<file path="src/rtl/itoa_pkg.sv">
package itoa_pkg;

    localparam logic [7:0] CHAR_ZERO  = 8'h30;
    localparam logic [7:0] CHAR_A     = 8'h61;
    localparam logic [7:0] CHAR_MINUS = 8'h2d;
    localparam logic [5:0] RADIX_MIN  = 6'd2;
    localparam logic [5:0] RADIX_MAX  = 6'd36;
    localparam logic [5:0] RADIX_DEC  = 6'd10;
    localparam logic [6:0] DEC_DIGITS = 7'd10;

    // floor(2^32 / r): the quotient estimate from it is exact or one low
    localparam logic [63:0] RECIP_NUM = 64'h1_0000_0000;
    localparam logic [31:0] RECIP_TABLE [0:63] = '{
        2:  32'(RECIP_NUM / 2),  3:  32'(RECIP_NUM / 3),  4:  32'(RECIP_NUM / 4),
        5:  32'(RECIP_NUM / 5),  6:  32'(RECIP_NUM / 6),  7:  32'(RECIP_NUM / 7),
        8:  32'(RECIP_NUM / 8),  9:  32'(RECIP_NUM / 9),  10: 32'(RECIP_NUM / 10),
        11: 32'(RECIP_NUM / 11), 12: 32'(RECIP_NUM / 12), 13: 32'(RECIP_NUM / 13),
        14: 32'(RECIP_NUM / 14), 15: 32'(RECIP_NUM / 15), 16: 32'(RECIP_NUM / 16),
        17: 32'(RECIP_NUM / 17), 18: 32'(RECIP_NUM / 18), 19: 32'(RECIP_NUM / 19),
        20: 32'(RECIP_NUM / 20), 21: 32'(RECIP_NUM / 21), 22: 32'(RECIP_NUM / 22),
        23: 32'(RECIP_NUM / 23), 24: 32'(RECIP_NUM / 24), 25: 32'(RECIP_NUM / 25),
        26: 32'(RECIP_NUM / 26), 27: 32'(RECIP_NUM / 27), 28: 32'(RECIP_NUM / 28),
        29: 32'(RECIP_NUM / 29), 30: 32'(RECIP_NUM / 30), 31: 32'(RECIP_NUM / 31),
        32: 32'(RECIP_NUM / 32), 33: 32'(RECIP_NUM / 33), 34: 32'(RECIP_NUM / 34),
        35: 32'(RECIP_NUM / 35), 36: 32'(RECIP_NUM / 36),
        default: 32'd0
    };

    typedef struct packed {
        logic signed [31:0] value;
        logic [5:0]         radix;
        logic [5:0]         min_digits;
    } item_t;

    typedef struct packed {
        logic [7:0] character;
        logic       last;
        logic [5:0] length;
    } text_t;

    typedef struct packed {
        logic [31:0] mag;
        logic [5:0]  radix;
        logic [31:0] recip;
        logic [5:0]  mind;
        logic        neg;
    } job_t;

    typedef enum logic [2:0] {
        ST_IDLE,
        ST_MUL,
        ST_FIX,
        ST_SIGN,
        ST_READ,
        ST_SEND
    } back_state_t;

    function automatic logic [7:0] digit_char(input logic [6:0] d);
        logic [7:0] c;
        if (d < DEC_DIGITS)
            c = CHAR_ZERO + 8'(d);
        else
            c = CHAR_A + 8'(d - DEC_DIGITS);
        return c;
    endfunction

endpackage

</file>
<file path="src/rtl/itoa_front.sv">
module itoa_front #(
    parameter int MAX_DIGITS = 32
) (
    input  itoa_pkg::item_t item,
    output itoa_pkg::job_t  job
);
    import itoa_pkg::*;

    logic [5:0] radix_c;

    // clamp radix into 2..36
    always_comb
    begin
        if (item.radix < RADIX_MIN)
            radix_c = RADIX_MIN;
        else if (item.radix > RADIX_MAX)
            radix_c = RADIX_MAX;
        else
            radix_c = item.radix;
    end

    always_comb
    begin
        job.radix = radix_c;
        job.recip = RECIP_TABLE[radix_c];
        job.neg   = (radix_c == RADIX_DEC) && item.value[31];
        job.mag   = job.neg ? (32'd0 - 32'(item.value)) : 32'(item.value);
        if (int'(item.min_digits) > MAX_DIGITS)
            job.mind = 6'(MAX_DIGITS);
        else
            job.mind = item.min_digits;
    end

endmodule

</file>
<file path="src/rtl/itoa_queue.sv">
module itoa_queue (
    input  logic           clk,
    input  logic           rst_n,
    input  logic           push,
    input  itoa_pkg::job_t push_job,
    output logic           full,
    input  logic           pop,
    output logic           not_empty,
    output itoa_pkg::job_t pop_job
);
    import itoa_pkg::*;

    job_t       entry_reg [2];
    logic       wr_ptr_reg, wr_ptr_next;
    logic       rd_ptr_reg, rd_ptr_next;
    logic [1:0] count_reg, count_next;

    assign full      = (count_reg == 2'd2);
    assign not_empty = (count_reg != 2'd0);
    assign pop_job   = entry_reg[rd_ptr_reg];

    always_comb
    begin
        wr_ptr_next = wr_ptr_reg ^ push;
        rd_ptr_next = rd_ptr_reg ^ pop;
        count_next  = count_reg + 2'(push) - 2'(pop);
    end

    always_ff @(posedge clk or negedge rst_n)
    begin
        if (!rst_n)
        begin
            wr_ptr_reg <= 1'b0;
            rd_ptr_reg <= 1'b0;
            count_reg  <= 2'd0;
        end
        else
        begin
            wr_ptr_reg <= wr_ptr_next;
            rd_ptr_reg <= rd_ptr_next;
            count_reg  <= count_next;
        end
    end

    always_ff @(posedge clk)
    begin
        if (push)
            entry_reg[wr_ptr_reg] <= push_job;
    end

endmodule

</file>
<file path="src/rtl/itoa_back.sv">
module itoa_back #(
    parameter int MAX_DIGITS = 32
) (
    input  logic            clk,
    input  logic            rst_n,
    input  logic            job_valid,
    input  itoa_pkg::job_t  job,
    output logic            job_pop,
    output logic            text_valid,
    input  logic            text_ready,
    output itoa_pkg::text_t text
);
    import itoa_pkg::*;

    localparam int CAP  = (MAX_DIGITS > 32) ? MAX_DIGITS : 32;
    localparam int IDXW = $clog2(CAP);
    localparam int NDW  = $clog2(CAP + 1);

    back_state_t    state_reg, state_next;
    logic [31:0]    quo_reg, quo_next;
    logic [31:0]    qe_reg;
    logic [5:0]     radix_reg;
    logic [31:0]    recip_reg;
    logic [5:0]     mind_reg;
    logic           neg_reg;
    logic [NDW-1:0] nd_reg, nd_next;
    logic [NDW-1:0] k_reg, k_next;
    logic [7:0]     rdata_reg;
    text_t          text_reg, text_next;
    logic           text_valid_reg, text_valid_next;
    logic [7:0]     buf_mem [CAP];

    logic [63:0]    prod;
    logic [31:0]    diff;
    logic [6:0]     rem;
    logic           rem_big;
    logic [31:0]    q_fix;
    logic [6:0]     digit;
    logic [NDW-1:0] nd_inc;
    logic           conv_done;
    logic           slot_free;
    logic           load_job;
    logic           wr_en;
    logic           load_sign;
    logic           load_digit;
    logic           is_last;
    logic [NDW-1:0] rd_pos;
    logic [5:0]     length;

    assign prod      = 64'(quo_reg) * 64'(recip_reg);
    assign diff      = quo_reg - 32'(qe_reg * 32'(radix_reg));
    assign rem       = diff[6:0];
    assign rem_big   = (rem >= 7'(radix_reg));
    assign q_fix     = rem_big ? (qe_reg + 32'd1) : qe_reg;
    assign digit     = rem_big ? (rem - 7'(radix_reg)) : rem;
    assign nd_inc    = nd_reg + NDW'(1);
    assign conv_done = ((q_fix == 32'd0) && (nd_inc >= NDW'(mind_reg)))
                       || (nd_inc == NDW'(CAP));
    assign slot_free = !text_valid_reg || text_ready;
    assign is_last   = (k_reg == nd_reg - NDW'(1));
    assign rd_pos    = nd_reg - NDW'(1) - k_reg;
    assign length    = 6'(nd_reg + NDW'(neg_reg));

    assign text_valid = text_valid_reg;
    assign text       = text_reg;
    assign job_pop    = load_job;

    // next state
    always_comb
    begin
        state_next = state_reg;
        case (state_reg)
            ST_IDLE: if (job_valid) state_next = ST_MUL;
            ST_MUL:  state_next = ST_FIX;
            ST_FIX:
            begin
                if (!conv_done)
                    state_next = ST_MUL;
                else if (neg_reg)
                    state_next = ST_SIGN;
                else
                    state_next = ST_READ;
            end
            ST_SIGN: if (slot_free) state_next = ST_READ;
            ST_READ: state_next = ST_SEND;
            ST_SEND:
            begin
                if (slot_free)
                    state_next = is_last ? ST_IDLE : ST_READ;
            end
            default: state_next = ST_IDLE;
        endcase
    end

    // datapath controls
    always_comb
    begin
        load_job   = (state_reg == ST_IDLE) && job_valid;
        wr_en      = (state_reg == ST_FIX);
        load_sign  = (state_reg == ST_SIGN) && slot_free;
        load_digit = (state_reg == ST_SEND) && slot_free;

        quo_next = quo_reg;
        nd_next  = nd_reg;
        k_next   = k_reg;
        if (load_job)
        begin
            quo_next = job.mag;
            nd_next  = '0;
        end
        else if (wr_en)
        begin
            quo_next = q_fix;
            nd_next  = nd_inc;
            k_next   = '0;
        end
        else if (load_digit)
        begin
            k_next = k_reg + NDW'(1);
        end

        text_next       = text_reg;
        text_valid_next = text_valid_reg && !text_ready;
        if (load_sign)
        begin
            text_next       = '{character: CHAR_MINUS, last: 1'b0, length: length};
            text_valid_next = 1'b1;
        end
        else if (load_digit)
        begin
            text_next       = '{character: rdata_reg, last: is_last, length: length};
            text_valid_next = 1'b1;
        end
    end

    always_ff @(posedge clk or negedge rst_n)
    begin
        if (!rst_n)
        begin
            state_reg      <= ST_IDLE;
            text_valid_reg <= 1'b0;
            quo_reg        <= '0;
            nd_reg         <= '0;
            k_reg          <= '0;
        end
        else
        begin
            state_reg      <= state_next;
            text_valid_reg <= text_valid_next;
            quo_reg        <= quo_next;
            nd_reg         <= nd_next;
            k_reg          <= k_next;
        end
    end

    always_ff @(posedge clk)
    begin
        text_reg <= text_next;
        if (state_reg == ST_MUL)
            qe_reg <= prod[63:32];
        if (load_job)
        begin
            radix_reg <= job.radix;
            recip_reg <= job.recip;
            mind_reg  <= job.mind;
            neg_reg   <= job.neg;
        end
    end

    // digit store: written least significant first, read back in reverse
    always_ff @(posedge clk)
    begin
        if (wr_en)
            buf_mem[nd_reg[IDXW-1:0]] <= digit_char(digit);
        if (state_reg == ST_READ)
            rdata_reg <= buf_mem[rd_pos[IDXW-1:0]];
    end

endmodule

</file>
<file path="src/rtl/integer_to_ascii_radix.sv">
// Integer to ASCII text converter, radix 2 to 36.
// Input channel (item_valid / item_ready / item): one beat carries a 32-bit
// value, a radix (0 and 1 act as 2, above 36 acts as 36) and a minimum digit
// count (saturating at MAX_DIGITS). Only radix ten prints the value signed.
// Output channel (text_valid / text_ready / text): one beat per character,
// most significant first, lower-case letters for digits above nine, a
// leading '-' for a negative decimal value, zero padding up to the minimum
// count. Every beat carries the total length; the final one has last set.
// Operation: for each digit the divide unit does a 32x32 reciprocal
// multiply, then a correct-and-store step; each character is then read
// back from the digit store and handed to the output register.
// A two-entry queue sits between the input classifier and the converter,
// so up to two further items are taken while one is being worked on.
// When the receiver stalls, the output register holds its beat and the
// converter waits; the queue fills and then item_ready drops.
// Reset clears the queue, the converter state and the output valid flag.
module integer_to_ascii_radix #(
    parameter int MAX_DIGITS = 32
) (
    input  logic            clk,
    input  logic            rst_n,
    input  logic            item_valid,
    output logic            item_ready,
    input  itoa_pkg::item_t item,
    output logic            text_valid,
    input  logic            text_ready,
    output itoa_pkg::text_t text
);
    import itoa_pkg::*;

    job_t front_job;
    job_t queued_job;
    logic queue_full;
    logic queue_has_job;
    logic queue_pop;
    logic item_beat;

    // accept whenever the queue has room
    assign item_ready = !queue_full;
    assign item_beat  = item_valid && item_ready;

    // clamp radix and minimum count, take the decimal magnitude, look up
    // the reciprocal for the divide unit
    itoa_front #(
        .MAX_DIGITS (MAX_DIGITS)
    ) u_front (
        .item (item),
        .job  (front_job)
    );

    itoa_queue u_queue (
        .clk       (clk),
        .rst_n     (rst_n),
        .push      (item_beat),
        .push_job  (front_job),
        .full      (queue_full),
        .pop       (queue_pop),
        .not_empty (queue_has_job),
        .pop_job   (queued_job)
    );

    // divide into the digit store, then stream characters out
    itoa_back #(
        .MAX_DIGITS (MAX_DIGITS)
    ) u_back (
        .clk        (clk),
        .rst_n      (rst_n),
        .job_valid  (queue_has_job),
        .job        (queued_job),
        .job_pop    (queue_pop),
        .text_valid (text_valid),
        .text_ready (text_ready),
        .text       (text)
    );

endmodule
</file>
<file path="config.mk">
export PLATFORM = sky130hd
export DESIGN_NAME = integer_to_ascii_radix
export DESIGN_NICKNAME = d
export VERILOG_FILES = /design/src/rtl/itoa_pkg.sv /design/src/rtl/itoa_front.sv /design/src/rtl/itoa_queue.sv /design/src/rtl/itoa_back.sv /design/src/rtl/integer_to_ascii_radix.sv
export SDC_FILE = /design/constraint.sdc
export NUM_CORES = 2
export LEC_CHECK = 0
export ABC_AREA = 1
export BUFFER_PORTS_ARGS = -buffer_cell sky130_fd_sc_hd__buf_2
export CAP_MARGIN = 20
export CORE_UTILIZATION = 35
export CTS_CLUSTER_SIZE = 14
export DETAILED_ROUTE_END_ITERATION = 6
export PLACE_DENSITY = 0.48
export SETUP_SLACK_MARGIN = 0.4
export SLEW_MARGIN = 20
export SYNTH_ARGS = -nofsm -noshare
export SYNTH_HDL_FRONTEND = slang
export SYNTH_HIERARCHICAL = 1
export SYNTH_SLANG_ARGS = --single-unit
</file>
<file path="constraint.sdc">
create_clock -name clk -period 8.5 [get_ports clk]
set_input_delay 1.7 -clock clk [delete_from_list [all_inputs] [get_ports clk]]
set_output_delay 1.7 -clock clk [all_outputs]
set_load 0.02 [all_outputs]
</file>
==> run metrics <==
slowest cell on the critical path=dfrtp_1; max_slew headroom=0.265; crit path cell chain=buf_4 -> buf_4 -> nand2_1 -> fa_1 -> fa_1 -> inv_1 -> fa_1 -> inv_1 -> fa_1 -> fa_1 -> fa_1 -> inv_1 -> ha_1 -> ha_1 -> ha_1 -> a21oi_1 -> inv_1 -> a31oi_1 -> o21ai_0 -> a221oi_1 -> o21ai_0 -> xor2_1; n_diodes=0; Post-Syn Area=61900 µm²; minimum clock period=7700 ps; Die W=422 µm; Tcrit/Tclk final=0.905; r2r worst-path depth=22; CP top delay family=adder cells; via count=44900; fillcell total=17700; crit path capture type=flip-flop; pin count of the biggest net entering global routing=86; setup ws final=804 ps; Synth area leader=fa_1; Mapped Cells=7137; core area=175000 µm²; Site Rows=153; final hold vios=0; mean routed wirelength per cell=18.7 µm; clk sinks=562; Hold Path Origin=u_back/text[10]; TritonCTS clock tree=built; Hold EP=u_back/text[10]; ratio of cells with drive above 1 in the final layout=0.0693; worst reg2reg path startpoint=u_back/quo_reg[26]; max reg flops=256; sequential fraction of the synthesis area=0.267; share of synthesized registers carrying an async set or reset=0.0925; WP buf/inv=6; Synth cell types=63; Post-Synth Adder-Cell Area=0.358; crit path kind=flip-flop to flip-flop; post-synthesis compound-gate area fraction=0.0583; critical path fanouts, max=15; Tot GR Track Use=0.202; CTS buffer count=71; First DRT Iteration DRCs=3102; endpoints failing setup=0; leading post-synthesis cells by cell area=fa_1 29%, edfxtp_1 24%, inv_1 11%; syn_nets=8412; Post-Route Setup TNS=0 ps; synthesized-area fraction occupied by and/or/nand/nor cells=0.156; DP Worst Slack=675 ps; clock latency on the worst-skew pair=620 ps; fin. max-slew vios=0; vias per std cell=4.74; # hold bufs at CTS=0; Initial Util=0.354; EDFF count, synth=501; RSZ-0062 raised after global routing=no; crit path DAT=8050 ps; Synth-to-Final Area Change=8.60%; clock-pin slew on the worst setup and hold paths=60 ps; Max Freq=130 MHz; Synth Area per Inst=8.67 µm²; H-tree depth=3; Yosys top cell area share=0.294; global-route wire length before repair=279000 µm; ANT nets after route=0; number of global-route vias before repair=46500; status=finished clean; Final Wtd Congestion=0.892; Commonest cells post-synth=1840 x inv_1, 1745 x nand2_1, 909 x fa_1; most common cell in the netlist=inv_1; main combinational cell family by area after synthesis=adder cells; #FFs+latches synth=562; gr ovfl total=0; Worst Setup Start Kind=flip-flop; most common flop cell mapped by yosys=edfxtp_1; R2R Setup Slk=800 ps; initial antenna violation count=5; DRC viols=0; final wirelength=177000 µm; r2r endpoint=u_back/qe_reg[30]; worst-margin pin slew=1100 ps; crit-path max cell delay=1040 ps; max cap viols=0; Synthesis Warnings=6; most used cell, CP=fa_1; I/O pins=65; clk buf depth=3; DRT Pass-1 Iters=5; Clock Tree Root=clkbuf_16; DP Wirelength=141000 µm; Post-Synth XOR/XNOR Area=0.0164; mux cell area share after synthesis=0.00582; hold path depth=2; I/O Buffers=64; die span in y=422 µm; die area=178000 µm²; Hold Crit Class=flip-flop to flip-flop; skew final=51.8 ps; CP Data Required Time=8860 ps; Net count, final=8360
[routing by layer]
layer	up-vias	routed length, µm	track usage
met5	-	0	0
met4	0	2890	0.0349
met3	160	8770	0.0187
met2	1044	79300	0.316
met1	22500	86500	0.306
li1	21200	-	-
[worst register-to-register path: stages (launching register included)]
cell and delay, ps:
dfrtp_1 1040, buf_4 350, buf_4 290, nand2_1 130, fa_1 550, fa_1 520, inv_1 60, fa_1 530
inv_1 50, fa_1 390, fa_1 430, fa_1 590, inv_1 60, ha_1 180, ha_1 200, ha_1 420
a21oi_1 330, inv_1 80, a31oi_1 290, o21ai_0 220, a221oi_1 390, o21ai_0 190, xor2_1 170
[cell usage in the layout, fill, tap and decap left out, types with 11 or more instances in the layout]
cell,count
clkbuf_1,22
buf_4,142
o211ai_1,24
xor2_1,82
xnor2_1,30
edfxtp_1,501
inv_1,1839
nor2_1,457
ha_1,315
clkbuf_16,71
o21ai_2,80
buf_2,64
fa_1,908
dfrtp_1,51
a31oi_1,25
o32ai_1,64
inv_2,16
nand2_1,1744
o21ai_0,145
o21ai_1,25
a21oi_1,129
nand4_1,29
clkinv_2,11
nand3_1,137
o21a_1,13
nor3_1,29
mux2_2,32
clkinv_1,14
[area by class of cell]
cell class | count | area [µm²] | area share
flip-flops and latches | 562 | 16500 | 0.246
repair buffers | 216 | 1580 | 0.0235
inverters | 1861 | 6990 | 0.104
clock inverters | 36 | 363 | 0.00540
well taps | 2325 | 2910 | 0.0433
clock buffers | 95 | 1890 | 0.0281
multi-input cells | 4373 | 36900 | 0.550
[timing repair]
| item | CTS | global route |
|---|---|---|
| gates resized for setup | 0 | 1 |
| setup buffers | 0 | 4 |
| setup endpoints to repair | 0 | 4 |
[how the worst max path moves through the flow]
| stage | cells after the start | slack (ps) | end | startpoint |
|---|---|---|---|---|
| 5_1_grt | 23 | 440 | u_back/qe_reg[4] | u_back/recip_reg[6] |
| 4_1_cts | 23 | 620 | u_back/qe_reg[19] | u_back/recip_reg[8] |
| 3_3_place_gp | 23 | 660 | u_back/qe_reg[19] | u_back/recip_reg[8] |
| 3_5_place_dp | 23 | 680 | u_back/qe_reg[19] | u_back/recip_reg[8] |
| 2_1_floorplan | 33 | 1560 | u_back/qe_reg[18] | u_back/quo_reg[12] |
| 6_report | 22 | 800 | u_back/qe_reg[30] | u_back/quo_reg[26] |
[stage by stage]
step | hold slack (ps) | area (µm²) | std cells | util
2_1_floorplan | 435 | 61900 | 7137 | -
3_3_place_gp | 438 | 64900 | 9332 | 0.371
3_5_place_dp | 443 | 64900 | 9332 | 0.371
4_1_cts | 455 | 67100 | 9463 | 0.384
5_1_grt | 475 | 67200 | 9468 | 0.385
6_report | 450 | 67200 | 9468 | 0.385
[kinds of logic after synthesis]
logic type / Yosys count
flip-flops: 562
XOR/XNOR: 116
buffers and inverters: 2202
AO/OA/AOI/OAI: 555
adder cells (fa/ha/maj): 1227
multiplexers: 32
AND/OR/NAND/NOR: 2443
Power is not shown: default switching activity piles up to over one toggle a cycle in this logic, so the estimate is an artifact.
